$ cat config.mk
export PLATFORM = sky130hd
export DESIGN_NAME = pat_isqrt
export DESIGN_NICKNAME = d
export VERILOG_FILES = /design/src/rtl/core/pat_pkg.sv /design/src/rtl/core/pat_isqrt.sv
export SDC_FILE = /design/constraint.sdc
export NUM_CORES = 2
export LEC_CHECK = 0
export ABC_AREA = 1
export CAP_MARGIN = 20
export CORE_MARGIN = 3
export CORE_UTILIZATION = 49
export DETAILED_ROUTE_END_ITERATION = 10
export DONT_BUFFER_PORTS = 1
export GPL_ROUTABILITY_DRIVEN = 0
export HOLD_SLACK_MARGIN = 0.02
export MAX_ROUTING_LAYER = met4
export PLACE_DENSITY = 0.71
export SETUP_SLACK_MARGIN = 0.05
export SYNTH_ARGS = -nofsm -noshare
export SYNTH_HDL_FRONTEND = slang
export SYNTH_MEMORY_MAX_BITS = 65536
export SYNTH_SLANG_ARGS = --single-unit
$ cat constraint.sdc
create_clock -name clk -period 3 [get_ports clk]
set_clock_uncertainty 0.15 [all_clocks]
set_input_delay 0.3 -clock clk [delete_from_list [all_inputs] [get_ports clk]]
set_output_delay 0.3 -clock clk [all_outputs]
set_load 0.02 [all_outputs]
$ cat src/rtl/core/pat_pkg.sv
package pat_pkg;

  localparam int POS_FRAC_BITS = 8;
  localparam int POS_W = 20;
  localparam int ATT_W = 12;
  localparam int COL_W = 8;

  localparam int AW  = ATT_W + POS_FRAC_BITS;
  localparam int DW  = ((AW > POS_W) ? AW : POS_W) + 1;
  localparam int MW  = DW;
  localparam int RW  = MW + 1;
  localparam int NW  = 2 * RW;
  localparam int QW  = POS_FRAC_BITS + 1;
  localparam int SPW = QW + 1;
  localparam int SW  = POS_W + 2;
  localparam int CW  = SW + COL_W;
  localparam int TD_W = ((4 * POS_W + 2 * ATT_W + 7) / 8) * 8;
  localparam int OD_W = ((4 * POS_W + 3 * COL_W + 7) / 8) * 8;

  localparam logic [CW-1:0] GREEN_NUM = CW'(1020) << POS_FRAC_BITS;
  localparam logic [CW-1:0] BLUE_NUM  = CW'(255) << (POS_FRAC_BITS - 1);
  localparam logic [COL_W-1:0] COL_MAX = '1;

  localparam logic signed [POS_W+1:0] SAT_HI = (POS_W+2)'(2 ** (POS_W - 1) - 1);
  localparam logic signed [POS_W+1:0] SAT_LO = -(POS_W+2)'(2 ** (POS_W - 1));

  typedef struct packed {
    logic signed [POS_W-1:0] px;
    logic signed [POS_W-1:0] py;
    logic signed [POS_W-1:0] qx;
    logic signed [POS_W-1:0] qy;
    logic [MW-1:0]           adx;
    logic [MW-1:0]           ady;
    logic                    neg_x;
    logic                    neg_y;
  } side_t;

  typedef struct packed {
    logic signed [POS_W-1:0] nx;
    logic signed [POS_W-1:0] ny;
    logic signed [POS_W-1:0] mx;
    logic signed [POS_W-1:0] my;
  } posn_t;

  function automatic logic signed [POS_W-1:0] sat_pos(input logic signed [POS_W+1:0] v);
    logic signed [POS_W-1:0] r;
    if (v > SAT_HI) begin
      r = SAT_HI[POS_W-1:0];
    end else if (v < SAT_LO) begin
      r = SAT_LO[POS_W-1:0];
    end else begin
      r = v[POS_W-1:0];
    end
    return r;
  endfunction

endpackage

$ cat src/rtl/core/pat_isqrt.sv
module pat_isqrt
  import pat_pkg::*;
(
  input  logic          clk,
  input  logic          rst_n,
  input  logic          en,
  input  logic          vld_i,
  input  logic [NW-1:0] n_i,
  input  side_t         side_i,
  output logic          vld_o,
  output logic [RW-1:0] root_o,
  output side_t         side_o
);

  localparam int RMW = RW + 3;

  logic           vld_r  [RW];
  logic [RMW-1:0] rem_r  [RW];
  logic [RW-1:0]  root_r [RW];
  logic [NW-1:0]  n_r    [RW];
  side_t          side_r [RW];
  logic [RMW-1:0] rem_nxt  [RW];
  logic [RW-1:0]  root_nxt [RW];

  // one root bit per stage, two radicand bits consumed
  always_comb begin
    logic [RMW-1:0] rem_in;
    logic [RMW-1:0] sh;
    logic [RMW-1:0] tr;
    logic [RW-1:0]  root_in;
    logic [NW-1:0]  n_in;
    for (int i = 0; i < RW; i++) begin
      if (i == 0) begin
        rem_in  = '0;
        root_in = '0;
        n_in    = n_i;
      end else begin
        rem_in  = rem_r[i-1];
        root_in = root_r[i-1];
        n_in    = n_r[i-1];
      end
      sh = {rem_in[RMW-3:0], n_in[2*(RW-1-i)+1 -: 2]};
      tr = RMW'({root_in, 2'b01});
      if (sh >= tr) begin
        rem_nxt[i]  = sh - tr;
        root_nxt[i] = {root_in[RW-2:0], 1'b1};
      end else begin
        rem_nxt[i]  = sh;
        root_nxt[i] = {root_in[RW-2:0], 1'b0};
      end
    end
  end

  always_ff @(posedge clk) begin
    if (!rst_n) begin
      for (int i = 0; i < RW; i++) vld_r[i] <= 1'b0;
    end else if (en) begin
      vld_r[0] <= vld_i;
      for (int i = 1; i < RW; i++) vld_r[i] <= vld_r[i-1];
    end
  end

  always_ff @(posedge clk) begin
    if (en) begin
      n_r[0]    <= n_i;
      side_r[0] <= side_i;
      for (int i = 1; i < RW; i++) begin
        n_r[i]    <= n_r[i-1];
        side_r[i] <= side_r[i-1];
      end
      for (int i = 0; i < RW; i++) begin
        rem_r[i]  <= rem_nxt[i];
        root_r[i] <= root_nxt[i];
      end
    end
  end

  assign vld_o  = vld_r[RW-1];
  assign root_o = root_r[RW-1];
  assign side_o = side_r[RW-1];

endmodule

==> reports/metrics.yaml <==
cells_and_area:
  area_growth_pct: 14.3
  final_layout_size_suffix_gt1_share_pct: 7.01
  seq_area_um2: 118000
  fillerInstances: 22100
  multi_input_area_um2: 23600
  final_nets: 11100
worst_setup_path:
  cp.arrival_ns: 3.22
  path_common_cell: "nand2_1"
  worst_path_max_delay_cell: "edfxtp_1"
  startpoint_type: "flip-flop"
  r2r_cells: 8
  critical_path_required_ns: 3.41
  path_max_fanout: 21
  crit_type: "reg -> reg"
  path_cells: "ha_1, a21oi_1, nand2_1, nand3b_1, nand2_1, nand2_4, inv_2, o21ai_1"
  end_kind: "flip-flop"
  slowest_delay_ns: 0.42
clocking:
  numCtsBuffers: 384
  h-tree-depth: 5
  cts_root_buf: "clkbuf_16"
  cts_sinks: 3920
  cts_setup_buffers: 0
  clk_latency_ns: 0.92
  tritoncts: "built"
  clock_path_buffers: 4
  clk_pin_slew_ns: 0.06
global_route:
  grt_max_degree: 280
  grt_use_total_pct: 17.0
  grt_overflow_total: 0
  antenna_found_initial: 5
  grt_pass1_wl_mm: 408
  grt_pass1_vias: 76200
sta:
  fmax_mhz: 356
  tightest_slew_ns: 1.35
  holdWs_ns: -0.293
  hold_viol_final: 152
  maxSlewViolCount: 0
  setup_viol: 0
  relSlewSlack_pct: 9.76
  setup_tns_ns: 0
  final.period_utilization_pct: 93.7
  layout_min_cycle_time_ns: 2.81
synth:
  yosysWarnings: 0
  yosysMostFrequentCell: "edfxtp_1"
  yosysTopAreaCell: "edfxtp_1"
  synthTopCellsByCount: "3919 x edfxtp_1, 2400 x nand2_1, 1210 x inv_1"
  ys.flop_type: "edfxtp_1"
  synth_cell_types: 54
  ys_top_cells_by_area: "edfxtp_1 80%, nand2_1 6.1%, inv_1 3.1%"
  yosysSeqAreaShare_pct: 79.9
  syn_nets: 10500
  synthArstFlopShare_pct: 0
  yosysTopAreaCellShare_pct: 79.9
  synthCells: 10100
  synth_area_per_cell_um2: 14.6
  synth_seq_cells: 3920
  synth_edf_count: 3919
  syn_area_um2: 147000
power:
  p_comb_share_pct: 8.2
  p_int_uw: 96100
  powerDensity_nw_per_um2: 744
  switchingPower_uw: 29200
  cellLeakagePower_uw: 0.0646
  p_total_uw: 125000
  clkPwrFrac_pct: 38.5
  power.share.switching_pct: 23.3
  ir_drop_v: 0.000663
  p_seq_share_pct: 53.3
die:
  die_w_um: 554
  start_util_pct: 49.4
  dieArea_um2: 307000
  core_um2: 298000
  pin_count: 319
  num_rows: 200
  fp.dieH_um: 554
flow_run:
  maxCapViolCount: 0
placed_design:
  io_buffers: 0
  dpl.hpwl_mm: 148
routing:
  antenna_left: 0
  dr.first_iter.drc_count: 8715
  post_drt_via_cell_ratio: 5.14
  vias: 76900
  avgRoutedWirePerCell_um: 17.2
  drt_wl_total_mm: 257
  drt-pass1-iter-count: 10
  route.detailed.drc: 0
status:
  violations: "negative hold slack"
  status: "finished, violations left"
hold_path:
  whs_path_depth: 1
  hp-class: "in -> reg"
## power by group through the flow
stage	clock network [uW]	registers (uW)	logic, uW
after global placement	0	67700	8940
after floorplan	0	66900	6720
final	48300	66800	10300
after global routing	51900	67100	11500
after CTS	49700	66800	9940
after detailed placement	0	67900	9350
## cell usage in the layout, fill, tap and decap left out, types with 5 or more instances in the layout
master / n
clkinv_16: 15
nand3b_1: 93
o21bai_1: 7
nor2_1: 658
edfxtp_1: 3919
clkbuf_16: 386
clkinv_4: 5
bufbuf_16: 16
o21ai_0: 104
clkinv_2: 63
nand3_2: 10
or2_2: 19
clkbuf_1: 70
buf_16: 23
nor2_4: 10
dlygate4sd3_1: 345
nor3_1: 65
xor2_1: 107
nand4_1: 110
a21oi_2: 6
xnor2_1: 68
and3_1: 5
o21ai_2: 7
inv_1: 1210
inv_16: 7
clkinv_1: 69
clkinvlp_4: 22
inv_2: 21
buf_4: 21
o21ai_1: 67
nor2_2: 28
ha_1: 276
nand2_2: 28
nand3_1: 404
bufinv_16: 45
nand2_1: 2398
a21oi_1: 238
inv_6: 13
## cell families after synthesis
| logic type | synth area share [%] |
|---|---|
| and+or+nand+nor | 11.0 |
| other | 0.00254 |
| AOI/OAI and AO/OA | 1.63 |
| DFF | 79.9 |
| buffers and inverters | 4.13 |
| adders and majority gates | 2.34 |
| xor gates and xnor gates | 1.04 |
## registers in the layout, summed over array words and instances, names as in the netlist
signal	cells
side_r	2728
n_r	462
root_r	253
rem_r	455
vld_r	22
## metal layers
metal  share of wire (%)  vias to the layer above  wire (um)  track usage (%)
li1                    -                    36200          -                -
met1                  40                    36300     103000             21.1
met2                  49                     3438     127000             28.1
met3                 6.3                     1039      16300             2.52
met4                 4.3                        0      11200             6.86
met5                   0                        -          0                -
## final timing paths
path	startpoint	endpoint	slack, ns
setup / recovery	rem_r[0][181]	rem_r[1][1]	0.19
hold / removal	en	side_r[0][7]	-0.29
setup reg to reg	rem_r[0][181]	rem_r[1][1]	0.19
hold reg to reg	side_r[2][345]	side_r[2][469]	0.20
## worst max-delay path: cells and delay by family, from the launching register on
kind | cells | cell delay (ns)
AND/OR/NAND/NOR | 4 | 0.77
AO/OA/AOI/OAI | 2 | 0.46
flip-flops | 1 | 0.42
adder cells (fa/ha/maj) | 1 | 0.37
buffers and inverters | 1 | 0.30
## through the flow
step	setup WS, ns	cell area (um^2)	std cells	utilization [%]	hold WS, ns
6_report	0.190	168000	15000	56.5	-0.293
5_1_grt	-0.00328	168000	15000	56.5	-0.321
4_1_cts	0.167	168000	14900	56.5	-0.746
3_5_place_dp	-4.13	151000	13900	50.8	0.249
3_3_place_gp	-3.94	151000	13900	50.8	0.249
2_1_floorplan	0.847	147000	10100	-	0.249
## cell type report
cell class / instances / area share (%)
multi-input combinational: 4753 / 14.0
inverter: 1234 / 2.75
clock buffer: 456 / 5.88
antenna: 3 / 0.00446
clock inverter: 241 / 1.71
timing repair buffer: 408 / 2.87
sequential: 3920 / 69.9
tap: 3939 / 2.93
## what timing repair did
action	CTS	global route
hold endpoints to repair	794	217
endpoints found under the setup margin	1739	254
gates resized for setup	1	5
hold buffers	349	2
gates cloned	17	1
Power figures use the tool's default switching activity.
