==> config.mk <==
export PLATFORM = sky130hd
export DESIGN_NAME = pat_colour
export DESIGN_NICKNAME = d
export VERILOG_FILES = /design/src/rtl/core/pat_pkg.sv /design/src/rtl/core/pat_colour.sv
export SDC_FILE = /design/constraint.sdc
export NUM_CORES = 2
export LEC_CHECK = 0
export ABC_AREA = 0
export BUFFER_PORTS_ARGS = -buffer_cell sky130_fd_sc_hd__buf_4
export CAP_MARGIN = 0
export CORE_MARGIN = 3
export CORE_UTILIZATION = 29
export DETAILED_ROUTE_END_ITERATION = 6
export GPL_ROUTABILITY_DRIVEN = 1
export HOLD_SLACK_MARGIN = 0.03
export PLACE_DENSITY_LB_ADDON = 0.12
export SYNTH_ARGS = -nofsm -noshare
export SYNTH_HDL_FRONTEND = slang
export SYNTH_SLANG_ARGS = --single-unit
==> constraint.sdc <==
create_clock -name clk -period 8.55 [get_ports clk]
set_input_delay 2.1375 -clock clk [delete_from_list [all_inputs] [get_ports clk]]
set_output_delay 2.1375 -clock clk [all_outputs]
set_load 0.01 [all_outputs]
==> src/rtl/core/pat_pkg.sv <==
package pat_pkg;

  localparam int POS_FRAC_BITS = 8;
  localparam int POS_W = 20;
  localparam int ATT_W = 12;
  localparam int COL_W = 8;

  localparam int AW  = ATT_W + POS_FRAC_BITS;
  localparam int DW  = ((AW > POS_W) ? AW : POS_W) + 1;
  localparam int MW  = DW;
  localparam int RW  = MW + 1;
  localparam int NW  = 2 * RW;
  localparam int QW  = POS_FRAC_BITS + 1;
  localparam int SPW = QW + 1;
  localparam int SW  = POS_W + 2;
  localparam int CW  = SW + COL_W;
  localparam int TD_W = ((4 * POS_W + 2 * ATT_W + 7) / 8) * 8;
  localparam int OD_W = ((4 * POS_W + 3 * COL_W + 7) / 8) * 8;

  localparam logic [CW-1:0] GREEN_NUM = CW'(1020) << POS_FRAC_BITS;
  localparam logic [CW-1:0] BLUE_NUM  = CW'(255) << (POS_FRAC_BITS - 1);
  localparam logic [COL_W-1:0] COL_MAX = '1;

  localparam logic signed [POS_W+1:0] SAT_HI = (POS_W+2)'(2 ** (POS_W - 1) - 1);
  localparam logic signed [POS_W+1:0] SAT_LO = -(POS_W+2)'(2 ** (POS_W - 1));

  typedef struct packed {
    logic signed [POS_W-1:0] px;
    logic signed [POS_W-1:0] py;
    logic signed [POS_W-1:0] qx;
    logic signed [POS_W-1:0] qy;
    logic [MW-1:0]           adx;
    logic [MW-1:0]           ady;
    logic                    neg_x;
    logic                    neg_y;
  } side_t;

  typedef struct packed {
    logic signed [POS_W-1:0] nx;
    logic signed [POS_W-1:0] ny;
    logic signed [POS_W-1:0] mx;
    logic signed [POS_W-1:0] my;
  } posn_t;

  function automatic logic signed [POS_W-1:0] sat_pos(input logic signed [POS_W+1:0] v);
    logic signed [POS_W-1:0] r;
    if (v > SAT_HI) begin
      r = SAT_HI[POS_W-1:0];
    end else if (v < SAT_LO) begin
      r = SAT_LO[POS_W-1:0];
    end else begin
      r = v[POS_W-1:0];
    end
    return r;
  endfunction

endpackage

==> src/rtl/core/pat_colour.sv <==
module pat_colour
  import pat_pkg::*;
(
  input  logic             clk,
  input  logic             rst_n,
  input  logic             en,
  input  logic             vld_i,
  input  logic [SW-1:0]    s_i,
  input  posn_t            posn_i,
  output logic             vld_o,
  output posn_t            posn_o,
  output logic [COL_W-1:0] red_o,
  output logic [COL_W-1:0] green_o,
  output logic [COL_W-1:0] blue_o
);

  localparam int NS = COL_W + 1;

  logic             vld_r  [NS];
  logic [SW-1:0]    s_r    [NS];
  logic [CW-1:0]    remg_r [NS];
  logic [CW-1:0]    remb_r [NS];
  logic [COL_W-1:0] qg_r   [NS];
  logic [COL_W-1:0] qb_r   [NS];
  logic             gcl_r  [NS];
  logic             bcl_r  [NS];
  logic [COL_W-1:0] red_r  [NS];
  posn_t            posn_r [NS];
  logic [CW-1:0]    remg_nxt [NS];
  logic [CW-1:0]    remb_nxt [NS];
  logic [COL_W-1:0] qg_nxt   [NS];
  logic [COL_W-1:0] qb_nxt   [NS];
  logic [COL_W-1:0] red_nxt;

  logic [SW+COL_W-1:0] prod;
  logic [SW+COL_W-1:0] rsh;

  assign prod = (SW+COL_W)'(s_i) * (SW+COL_W)'(255);
  assign rsh  = prod >> (POS_FRAC_BITS + 2);
  assign red_nxt = (rsh > (SW+COL_W)'(COL_MAX)) ? COL_MAX : rsh[COL_W-1:0];

  // stage 0 clamps, stages 1..COL_W give one quotient bit each
  always_comb begin
    logic [CW-1:0] dv;
    remg_nxt[0] = GREEN_NUM;
    remb_nxt[0] = BLUE_NUM;
    qg_nxt[0]   = '0;
    qb_nxt[0]   = '0;
    for (int i = 1; i < NS; i++) begin
      dv = CW'(s_r[i-1]) << (COL_W - i);
      if (remg_r[i-1] >= dv) begin
        remg_nxt[i] = remg_r[i-1] - dv;
        qg_nxt[i]   = qg_r[i-1] | (COL_W'(1) << (COL_W - i));
      end else begin
        remg_nxt[i] = remg_r[i-1];
        qg_nxt[i]   = qg_r[i-1];
      end
      if (remb_r[i-1] >= dv) begin
        remb_nxt[i] = remb_r[i-1] - dv;
        qb_nxt[i]   = qb_r[i-1] | (COL_W'(1) << (COL_W - i));
      end else begin
        remb_nxt[i] = remb_r[i-1];
        qb_nxt[i]   = qb_r[i-1];
      end
    end
  end

  always_ff @(posedge clk) begin
    if (!rst_n) begin
      for (int i = 0; i < NS; i++) vld_r[i] <= 1'b0;
    end else if (en) begin
      vld_r[0] <= vld_i;
      for (int i = 1; i < NS; i++) vld_r[i] <= vld_r[i-1];
    end
  end

  always_ff @(posedge clk) begin
    if (en) begin
      s_r[0]    <= s_i;
      posn_r[0] <= posn_i;
      red_r[0]  <= red_nxt;
      gcl_r[0]  <= (CW'(s_i) << COL_W) <= GREEN_NUM;
      bcl_r[0]  <= (CW'(s_i) << COL_W) <= BLUE_NUM;
      for (int i = 1; i < NS; i++) begin
        s_r[i]    <= s_r[i-1];
        posn_r[i] <= posn_r[i-1];
        red_r[i]  <= red_r[i-1];
        gcl_r[i]  <= gcl_r[i-1];
        bcl_r[i]  <= bcl_r[i-1];
      end
      for (int i = 0; i < NS; i++) begin
        remg_r[i] <= remg_nxt[i];
        remb_r[i] <= remb_nxt[i];
        qg_r[i]   <= qg_nxt[i];
        qb_r[i]   <= qb_nxt[i];
      end
    end
  end

  assign vld_o   = vld_r[NS-1];
  assign posn_o  = posn_r[NS-1];
  assign red_o   = red_r[NS-1];
  assign green_o = gcl_r[NS-1] ? COL_MAX : qg_r[NS-1];
  assign blue_o  = bcl_r[NS-1] ? COL_MAX : qb_r[NS-1];

  a_zero_vel: assert property (@(posedge clk) disable iff (!rst_n)
    (vld_o && s_r[NS-1] == '0) |-> (red_o == '0) && gcl_r[NS-1] && bcl_r[NS-1])
    else $error("zero velocity colour wrong");

  a_clamp_order: assert property (@(posedge clk) disable iff (!rst_n)
    (vld_o && bcl_r[NS-1]) |-> gcl_r[NS-1])
    else $error("blue clamps without green");

  a_green_rem: assert property (@(posedge clk) disable iff (!rst_n)
    (vld_o && !gcl_r[NS-1]) |-> (remg_r[NS-1] < CW'(s_r[NS-1])))
    else $error("green remainder not below divisor");

endmodule

==> flow_summary.toml <==
[sta]
slew_viol_final = 0
timing.fmax_mhz = 145
rsz0062_at_grt = "false"
setup_viol = 0
skew_ps = 45.1
fin_crit_ps = 6880
layout_setup_ws_ps = 1670
finalCritPeriodShare = 0.804
tns_ps = 0
worst_pin_slew_ps = 1090
hold_viol = 0
maxSlewHeadroom = 0.275

[clock_tree]
cts_root_buf = "clkbuf_16"
htree_levels = 4
clk_path_buf_depth = 3
cts_inserted_buffers = 167
cts_tree = "built"
cts_resized = 0
clock_sinks = 1431
path_clk_slew_ps = 60
post-cts-setup-buffers = 0
ctsHoldBuffers = 0
clock_latency_ps = 790

[placement]
pre_cts_slack_ps = 780
post-dp-hpwl_um = 107000
routabilityCongestion = 0.846
portBuffers = 210

[die]
die_h_um = 486
core_area_mm2 = 0.228
die_width_um = 486
rows = 175
dieArea_mm2 = 0.237
start_util = 0.293
io_pins = 211

[global_routing]
grt_pass1_wl_um = 225000
grt_max_degree = 188
overflow = 0
grt_util_all_layers = 0.122
grt_pass1_vias = 38047
antenna_found_initial = 5

[setup_path]
cp_slowest_stage_delay_ps = 530
crit_path_cell_trace = "buf_4, inv_1, fa_1, fa_1, inv_1, fa_1, inv_1, fa_1, inv_1, ha_1, a21o_1, a21o_1, a21oi_1, a21boi_0, a31oi_1, mux2i_1, nor4_1, nor4b_4, nand3_1"
reg2reg_slack_ps = 3940
path_max_fanout = 8
crit_path_start_kind = "input pin"
crit_type = "input pin to register"
required_ps = 9060
cp-end-kind = "register"
cp_slowest_cell = "fa_1"
worstPathArrival_ps = 7390

[detailed_routing]
vias = 36937
wl_per_cell_um = 17.8
antenna_left = 0
vias_per_cell = 4.48
dr.first_iter.drc_count = 1831
dr.pass1.iters = 5
wl_um = 147000
drc = 0

[layout]
register_area_mm2 = 0.0430
layout_common_cells = "edfxtp_1, inv_1, ha_1"
fill_cells = 22181
fin_nets = 5674
layout_commonest_cell = "edfxtp_1"
drive_above_1_share = 0.117
multi_input_area_mm2 = 0.0216
area_growth_pct = 15.7

[synthesis]
synth-async-reset-ratio = 0
synth_area_leaders = "edfxtp_1, ha_1, fa_1, a21oi_1, inv_1"
ys_ff_latch = 1431
synth_edf_count = 1431
syn_area_mm2 = 0.0669
syn_avg_cell_area_um2 = 13.8
synth_seq_area_share = 0.642
syn_nets = 5421
ys_warn_count = 0
synth_cell_types = 95
yosys.area.top_type_share = 0.642
synth_flop_cell = "edfxtp_1"
synthCells = 4832
yosys.area.top_type = "edfxtp_1"

[status]
status = "complete, no violations"

[flow_run]
drv_cap = 0

[pwr]
power.density_mw_per_mm2 = 295
leakage_uw = 0.0290
ir_drop_mv = 0.149

[hold_path]
hold_class = "register to register"
[where the power goes]
part	switching (uW)	leakage [uW]	internal (uW)
logic	3680	0.0123	2590
registers	446	0.0140	8820
clock network	2960	0.00274	4350
[routing by layer]
metal | share of wire | vias up | GRT usage
li1 | - | 18349 | -
met1 | 0.45 | 17755 | 0.157
met2 | 0.48 | 547 | 0.205
met3 | 0.032 | 286 | 0.0211
met4 | 0.037 | 0 | 0.0466
met5 | 0 | - | 0
[kinds of logic (layout without fill, tap and decap cells)]
logic type                 Yosys count  count (layout)  synth area share
DFF                               1431            1431             0.642
AOI/OAI and AO/OA                  984             984            0.0950
other                                0               1                 0
buffers and inverters              543             937            0.0360
and+or+nand+nor                   1045            1045            0.0764
adders and majority gates          483             483             0.103
muxes                               70              70            0.0117
xor gates and xnor gates           276             276            0.0361
[sequential cells by signal, indices dropped and copies added (netlist names)]
| register | flops |
|---|---|
| qg_r | 36 |
| gcl_r | 9 |
| remg_r | 182 |
| s_r | 176 |
| posn_r | 720 |
| red_r | 72 |
| vld_r | 9 |
| remb_r | 182 |
| qb_r | 36 |
| bcl_r | 9 |
[cells in the mapped netlist (all sizes together), types with 42 or more instances]
library cell,instances
nand2,276
nor2b,42
nand4,57
nor2,274
nand3,70
nor3,69
a21o,107
a21oi,291
clkbuf,42
xor2,125
nand2b,46
o21bai,49
o21ai,243
xnor2,151
edfxtp,1431
fa,110
inv,387
buf,113
ha,373
mux2,61
o21a,67
[worst max-delay path: cells and delay by family]
family,cells,cell delay [ps]
compound gates,5,1180
fa+ha+maj,5,2450
buf+inv,5,550
mux,1,150
simple gates,3,900
[stage by stage]
stage / instance area [um2] / instances / total power, uW / hold WS [ps] / util
CTS: 77400 / 8235 / 23300 / 379 / 0.339
global route: 77400 / 8236 / 24400 / 381 / 0.339
detailed placement: 71700 / 7925 / 15700 / 405 / 0.314
finish: 77400 / 8236 / 22800 / 390 / 0.339
global placement: 71700 / 7925 / 15700 / 400 / 0.314
floorplan: 66900 / 4832 / 13800 / 400 / -
[final cells by class]
class,count,share of cell area
tap,3009,0.0486
clock buffer,203,0.0560
sequential,1431,0.555
multi-input combinational,2858,0.279
antenna,1,0.0000323
inverter,388,0.0188
clock inverter,107,0.0181
timing repair buffer,239,0.0247
[worst paths after layout]
path                        from  cells past startpoint              to
setup reg to reg     s_r[0][110]                     10  remb_r[0][192]
hold / removal    posn_r[0][586]                      0  posn_r[0][666]
setup / recovery          s_i[8]                     19     red_r[0][2]
hold reg to reg   posn_r[0][586]                      0  posn_r[0][666]
No activity file was read; power rests on OpenSTA's default activity.
