==> config.mk <==
export PLATFORM = sky130hd
export DESIGN_NAME = pat_stepdiv
export DESIGN_NICKNAME = d
export VERILOG_FILES = /design/src/rtl/core/pat_pkg.sv /design/src/rtl/core/pat_stepdiv.sv
export SDC_FILE = /design/constraint.sdc
export NUM_CORES = 2
export LEC_CHECK = 0
export BUFFER_PORTS_ARGS = -buffer_cell sky130_fd_sc_hd__buf_2
export CAP_MARGIN = 20
export CORE_AREA = 2 2 491 371
export CTS_BUF_LIST = sky130_fd_sc_hd__clkbuf_4
export DETAILED_ROUTE_END_ITERATION = 6
export DIE_AREA = 0 0 493 373
export PLACE_DENSITY = 0.72
export SYNTH_ARGS = -nofsm -noshare
export SYNTH_HDL_FRONTEND = slang
export SYNTH_SLANG_ARGS = --single-unit
==> constraint.sdc <==
create_clock -name clk -period 7.2 [get_ports clk]
set_input_delay 0.72 -clock clk [delete_from_list [all_inputs] [get_ports clk]]
set_output_delay 0.72 -clock clk [all_outputs]
set_load 0.05 [all_outputs]
==> src/rtl/core/pat_pkg.sv <==
package pat_pkg;

  localparam int POS_FRAC_BITS = 8;
  localparam int POS_W = 20;
  localparam int ATT_W = 12;
  localparam int COL_W = 8;

  localparam int AW  = ATT_W + POS_FRAC_BITS;
  localparam int DW  = ((AW > POS_W) ? AW : POS_W) + 1;
  localparam int MW  = DW;
  localparam int RW  = MW + 1;
  localparam int NW  = 2 * RW;
  localparam int QW  = POS_FRAC_BITS + 1;
  localparam int SPW = QW + 1;
  localparam int SW  = POS_W + 2;
  localparam int CW  = SW + COL_W;
  localparam int TD_W = ((4 * POS_W + 2 * ATT_W + 7) / 8) * 8;
  localparam int OD_W = ((4 * POS_W + 3 * COL_W + 7) / 8) * 8;

  localparam logic [CW-1:0] GREEN_NUM = CW'(1020) << POS_FRAC_BITS;
  localparam logic [CW-1:0] BLUE_NUM  = CW'(255) << (POS_FRAC_BITS - 1);
  localparam logic [COL_W-1:0] COL_MAX = '1;

  localparam logic signed [POS_W+1:0] SAT_HI = (POS_W+2)'(2 ** (POS_W - 1) - 1);
  localparam logic signed [POS_W+1:0] SAT_LO = -(POS_W+2)'(2 ** (POS_W - 1));

  typedef struct packed {
    logic signed [POS_W-1:0] px;
    logic signed [POS_W-1:0] py;
    logic signed [POS_W-1:0] qx;
    logic signed [POS_W-1:0] qy;
    logic [MW-1:0]           adx;
    logic [MW-1:0]           ady;
    logic                    neg_x;
    logic                    neg_y;
  } side_t;

  typedef struct packed {
    logic signed [POS_W-1:0] nx;
    logic signed [POS_W-1:0] ny;
    logic signed [POS_W-1:0] mx;
    logic signed [POS_W-1:0] my;
  } posn_t;

  function automatic logic signed [POS_W-1:0] sat_pos(input logic signed [POS_W+1:0] v);
    logic signed [POS_W-1:0] r;
    if (v > SAT_HI) begin
      r = SAT_HI[POS_W-1:0];
    end else if (v < SAT_LO) begin
      r = SAT_LO[POS_W-1:0];
    end else begin
      r = v[POS_W-1:0];
    end
    return r;
  endfunction

endpackage

==> src/rtl/core/pat_stepdiv.sv <==
module pat_stepdiv
  import pat_pkg::*;
(
  input  logic                  clk,
  input  logic                  rst_n,
  input  logic                  en,
  input  logic                  vld_i,
  input  logic [RW-1:0]         root_i,
  input  side_t                 side_i,
  output logic                  vld_o,
  output logic signed [SPW-1:0] step_x_o,
  output logic signed [SPW-1:0] step_y_o,
  output side_t                 side_o
);

  localparam int RCW = RW + QW;

  logic           vld_r  [QW];
  logic [RCW-1:0] remx_r [QW];
  logic [RCW-1:0] remy_r [QW];
  logic [QW-1:0]  qx_r   [QW];
  logic [QW-1:0]  qy_r   [QW];
  logic [RW-1:0]  div_r  [QW];
  side_t          side_r [QW];
  logic [RCW-1:0] remx_nxt [QW];
  logic [RCW-1:0] remy_nxt [QW];
  logic [QW-1:0]  qx_nxt   [QW];
  logic [QW-1:0]  qy_nxt   [QW];

  // restoring division, quotient bit QW-1-i in stage i
  always_comb begin
    logic [RCW-1:0] rx;
    logic [RCW-1:0] ry;
    logic [RCW-1:0] dv;
    logic [QW-1:0]  qx;
    logic [QW-1:0]  qy;
    for (int i = 0; i < QW; i++) begin
      if (i == 0) begin
        rx = RCW'(side_i.adx) << POS_FRAC_BITS;
        ry = RCW'(side_i.ady) << POS_FRAC_BITS;
        qx = '0;
        qy = '0;
        dv = RCW'(root_i) << (QW - 1 - i);
      end else begin
        rx = remx_r[i-1];
        ry = remy_r[i-1];
        qx = qx_r[i-1];
        qy = qy_r[i-1];
        dv = RCW'(div_r[i-1]) << (QW - 1 - i);
      end
      if (rx >= dv) begin
        remx_nxt[i] = rx - dv;
        qx_nxt[i]   = qx | (QW'(1) << (QW - 1 - i));
      end else begin
        remx_nxt[i] = rx;
        qx_nxt[i]   = qx;
      end
      if (ry >= dv) begin
        remy_nxt[i] = ry - dv;
        qy_nxt[i]   = qy | (QW'(1) << (QW - 1 - i));
      end else begin
        remy_nxt[i] = ry;
        qy_nxt[i]   = qy;
      end
    end
  end

  always_ff @(posedge clk) begin
    if (!rst_n) begin
      for (int i = 0; i < QW; i++) vld_r[i] <= 1'b0;
    end else if (en) begin
      vld_r[0] <= vld_i;
      for (int i = 1; i < QW; i++) vld_r[i] <= vld_r[i-1];
    end
  end

  always_ff @(posedge clk) begin
    if (en) begin
      div_r[0]  <= root_i;
      side_r[0] <= side_i;
      for (int i = 1; i < QW; i++) begin
        div_r[i]  <= div_r[i-1];
        side_r[i] <= side_r[i-1];
      end
      for (int i = 0; i < QW; i++) begin
        remx_r[i] <= remx_nxt[i];
        remy_r[i] <= remy_nxt[i];
        qx_r[i]   <= qx_nxt[i];
        qy_r[i]   <= qy_nxt[i];
      end
    end
  end

  logic signed [SPW-1:0] magx;
  logic signed [SPW-1:0] magy;
  logic                  dz;

  assign magx   = $signed({1'b0, qx_r[QW-1]});
  assign magy   = $signed({1'b0, qy_r[QW-1]});
  assign dz     = (div_r[QW-1] == '0);
  // on the attractor: no step
  assign step_x_o = dz ? '0 : (side_r[QW-1].neg_x ? -magx : magx);
  assign step_y_o = dz ? '0 : (side_r[QW-1].neg_y ? -magy : magy);
  assign vld_o    = vld_r[QW-1];
  assign side_o   = side_r[QW-1];

  a_step_bound: assert property (@(posedge clk) disable iff (!rst_n)
    (vld_o && !dz) |-> (qx_r[QW-1] <= (QW'(1) << POS_FRAC_BITS)) &&
                       (qy_r[QW-1] <= (QW'(1) << POS_FRAC_BITS)))
    else $error("step exceeds one unit");

  a_rem_bound: assert property (@(posedge clk) disable iff (!rst_n)
    (vld_o && !dz) |-> (remx_r[QW-1] < RCW'(div_r[QW-1])) &&
                       (remy_r[QW-1] < RCW'(div_r[QW-1])))
    else $error("step remainder not below distance");

endmodule

==> flow_summary_export.csv <==
group,metric,value,unit
run_status,outcome,"finished, violations left",
run_status,violations,"DRC",
clocking,cts_buffer_depth,4,
synth,synth_xor_area_share,3.98,%
drt,vias,47149,
synth,synth-seq-cells,1837,
critical_path,r2r_setup_slack,2.87,ns
critical_path,critPathMaxStageDelay,0.49,ns
critical_path,critical_path_arrival,5.44,ns
synth,synthTopCellsByArea,"edfxtp_1, ha_1, a21oi_1",
critical_path,path_cells,"inv_1 -> fa_1 -> a21o_1 -> a21oi_1 -> o21ai_0 -> a211oi_1 -> o21ai_1 -> a31o_2 -> a31oi_1 -> nor2b_2 -> buf_4 -> mux2_2",
timing,worst_pin_slew,1.09,ns
clocking,cts_setup_buffers,0,
synth,yosys.area.top_type,"edfxtp_1",
global_routing,grt_max_degree,197,
drt,routedWlPerCell,18.7,um
timing,finClkSkew,0.184,ns
final_layout,syn2layout_area_growth,13.8,%
timing,fin_setup_tns,0,ns
clocking,clock_latency,1.34,ns
synth,avgSynthCellArea,14.3,um^2
global_routing,grt_pass1_wl,262000,um
synth,synthDistinctLibCells,97,
global_routing,antenna_found_initial,10,
timing,fmaxAchievable,231,MHz
synth,syn_area,80400,um^2
timing,fin_crit_sh,60.2,%
synth,synth-simple-area-share,6.96,%
critical_path,crit_end,"remy_r[0][221]",
drt,wirelength,170000,um
synth,synth_cells,5612,
synth,yosysSeqAreaShare,68.6,%
floorplanning,die_area,184000,um^2
floorplanning,rows,135,
timing,setup_violations,0,
clocking,htreeDepth,5,
clocking,tritoncts,"yes",
timing,hold_viol,0,
critical_path,critPathMaxFanout,38,
critical_path,start_kind,"flop",
final_layout,stdcell_area,91400,um^2
clocking,cts.reportedPaths.clkPinSlew,0.07,ns
placed_design,portBuffers,294,
timing,final_max_slew_viol_count,0,
clocking,clock-sinks,1837,
synth,synth_top_area_share,68.6,%
placed_design,place_hpwl,120000,um
synth,synth-compound-area-share,9.37,%
global_routing,overflow,0,
synth,synthAdderAreaFrac,6.53,%
pwr,peakVddDrop,0.169,mV
drt,avgViaCountPerCell,5.18,
critical_path,critPathLaunch,"div_r[0][132]",
global_routing,grt_pass1_vias,46195,
global_routing,grt_usage,18.2,%
timing,finalCriticalPeriod,4.33,ns
critical_path,worstSetupPathType,"flop to flop",
final_layout,layout-drive-gt1-share,17.4,%
critical_path,r2r-start,"div_r[0][132]",
synth,synthMuxAreaShare,1.45,%
critical_path,reg2reg_to,"remy_r[0][221]",
placed_design,dp_cells,8117,
critical_path,reg2reg_depth,12,
synth,synth_flop_cell,"edfxtp_1",
synth,synth_nets,6172,
timing,rsz0062_at_grt,"no",
drt,remaining_drc_errors,17,
clocking,postCtsResizedCells,0,
final_layout,final_cell_mix,"edfxtp_1, clkbuf_4, ha_1, a21oi_1, nand2_1",
drt,drtIter0Drc,3733,
critical_path,end_kind,"flop",
critical_path,cp.required,8.30,ns
floorplanning,chipHeight,373,um
floorplanning,coreArea,179000,um^2
synth,synth_top_family_by_area,"compound AO/OA/AOI/OAI gates",
critical_path,slowest_stage,"fa_1",
floorplanning,initial_utilization,44.8,%
synth,synth-edff-count,1837,
worst_hold_path,hp-class,"input port to flop",
pwr,p_leak,34.6,nW
drt,dr.pass1.iters,7,
floorplanning,die_x,493,um
synth,yosysWarnings,0,
clocking,cts_buffers,448,
clocking,root_buffer,"clkbuf_4",
job,drv_cap,0,
final_layout,final_common_cell,"edfxtp_1",
clocking,holdBufCountCts,189,
placed_design,placed_area,83900,um^2
floorplanning,ios,295,
placed_design,gp_congestion,0.891,
final_layout,final_cells,9103,
timing,slew_headroom,27.1,%
drt,drtAntennaViolNets,0,
pwr,power_density,346,nW/um^2
synth,async_flop_share,0,%
final_layout,final_nets,6921,
-- through the flow --
step	power, mW	hold slack, ns	setup slack [ns]	util, %
after floorplan	20.7	0.400	3.61	-
after global placement	23.1	0.400	2.76	46.8
after detailed placement	23.3	0.405	2.78	46.8
after CTS	31.9	0.000897	2.84	50.9
after global routing	33.6	-0.0141	2.56	51.0
final	31.6	0.180	2.87	51.0
-- flip-flops by register name (all words and copies together) (netlist names) --
register  cells
qx_r         45
qy_r         45
side_r     1116
div_r       198
remx_r      212
remy_r      212
vld_r         9
-- kinds of logic after synthesis --
group | count (synthesis)
xor gates and xnor gates | 365
adders and majority gates | 410
DFF | 1837
AOI/OAI and AO/OA | 1222
muxes | 104
and+or+nand+nor | 1163
buffers and inverters | 511
-- how the worst min path moves through the flow --
stage                              start             end  cells after the start
after detailed placement     qx_r[0][57]     qx_r[0][66]                      0
final                         side_i[96]   side_r[0][96]                      2
after floorplan               qx_r[0][8]     qx_r[0][17]                      0
after global routing          side_i[96]   side_r[0][96]                      2
after global placement    side_r[0][676]  side_r[0][800]                      0
after CTS                     side_i[64]   side_r[0][64]                      2
-- cell type report --
| class | instances | area, um^2 |
|---|---|---|
| fillers | 15128 | 88000 |
| flip-flops and latches | 1837 | 55200 |
| multi-input cells | 3264 | 22800 |
| clock buffers | 643 | 4830 |
| repair buffers | 521 | 3770 |
| well taps | 2397 | 3000 |
| inverters | 289 | 1080 |
| clock inverters | 142 | 762 |
| diodes | 10 | 25.0 |
-- metal layers --
layer | global-route usage (%) | vias to the layer above | routed length, um
met5 | 0 | - | 0
met4 | 6.56 | 0 | 4970
met3 | 3.52 | 354 | 9320
met2 | 27.6 | 1394 | 75200
met1 | 26.3 | 22553 | 80400
li1 | - | 22848 | -
-- Yosys cell counts (all sizes together) (12+ instances only) --
| cell type | n |
|---|---|
| or2 | 12 |
| nand4 | 55 |
| and3 | 33 |
| o211ai | 15 |
| mux2 | 97 |
| nand2b | 67 |
| a21oi | 397 |
| o21bai | 55 |
| inv | 289 |
| a21o | 148 |
| or3 | 21 |
| o21a | 53 |
| xnor2 | 204 |
| nand3 | 86 |
| xor2 | 161 |
| nor4 | 36 |
| nand2 | 326 |
| o31ai | 29 |
| fa | 16 |
| nor3 | 67 |
| ha | 394 |
| buf | 147 |
| a31oi | 37 |
| clkbuf | 75 |
| edfxtp | 1837 |
| nor2 | 324 |
| a21boi | 12 |
| o21ai | 332 |
| and2 | 20 |
| a211oi | 34 |
| a211o | 14 |
| nor2b | 61 |
-- critical path: cells and delay by family (launching register included) --
| family | cells | cell delay [ns] |
|---|---|---|
| AOI/OAI and AO/OA | 7 | 1.84 |
| adders and majority gates | 1 | 0.49 |
| buffers and inverters | 2 | 0.55 |
| DFF | 1 | 0.41 |
| muxes | 1 | 0.37 |
| and+or+nand+nor | 1 | 0.42 |
-- where the power goes --
group	switching (mW)	internal, mW	total, mW
clock	4.01	4.35	8.35
combinational	4.98	3.46	8.44
sequential	1.01	13.8	14.8
Note: power is estimated with default switching activity, not from simulation.
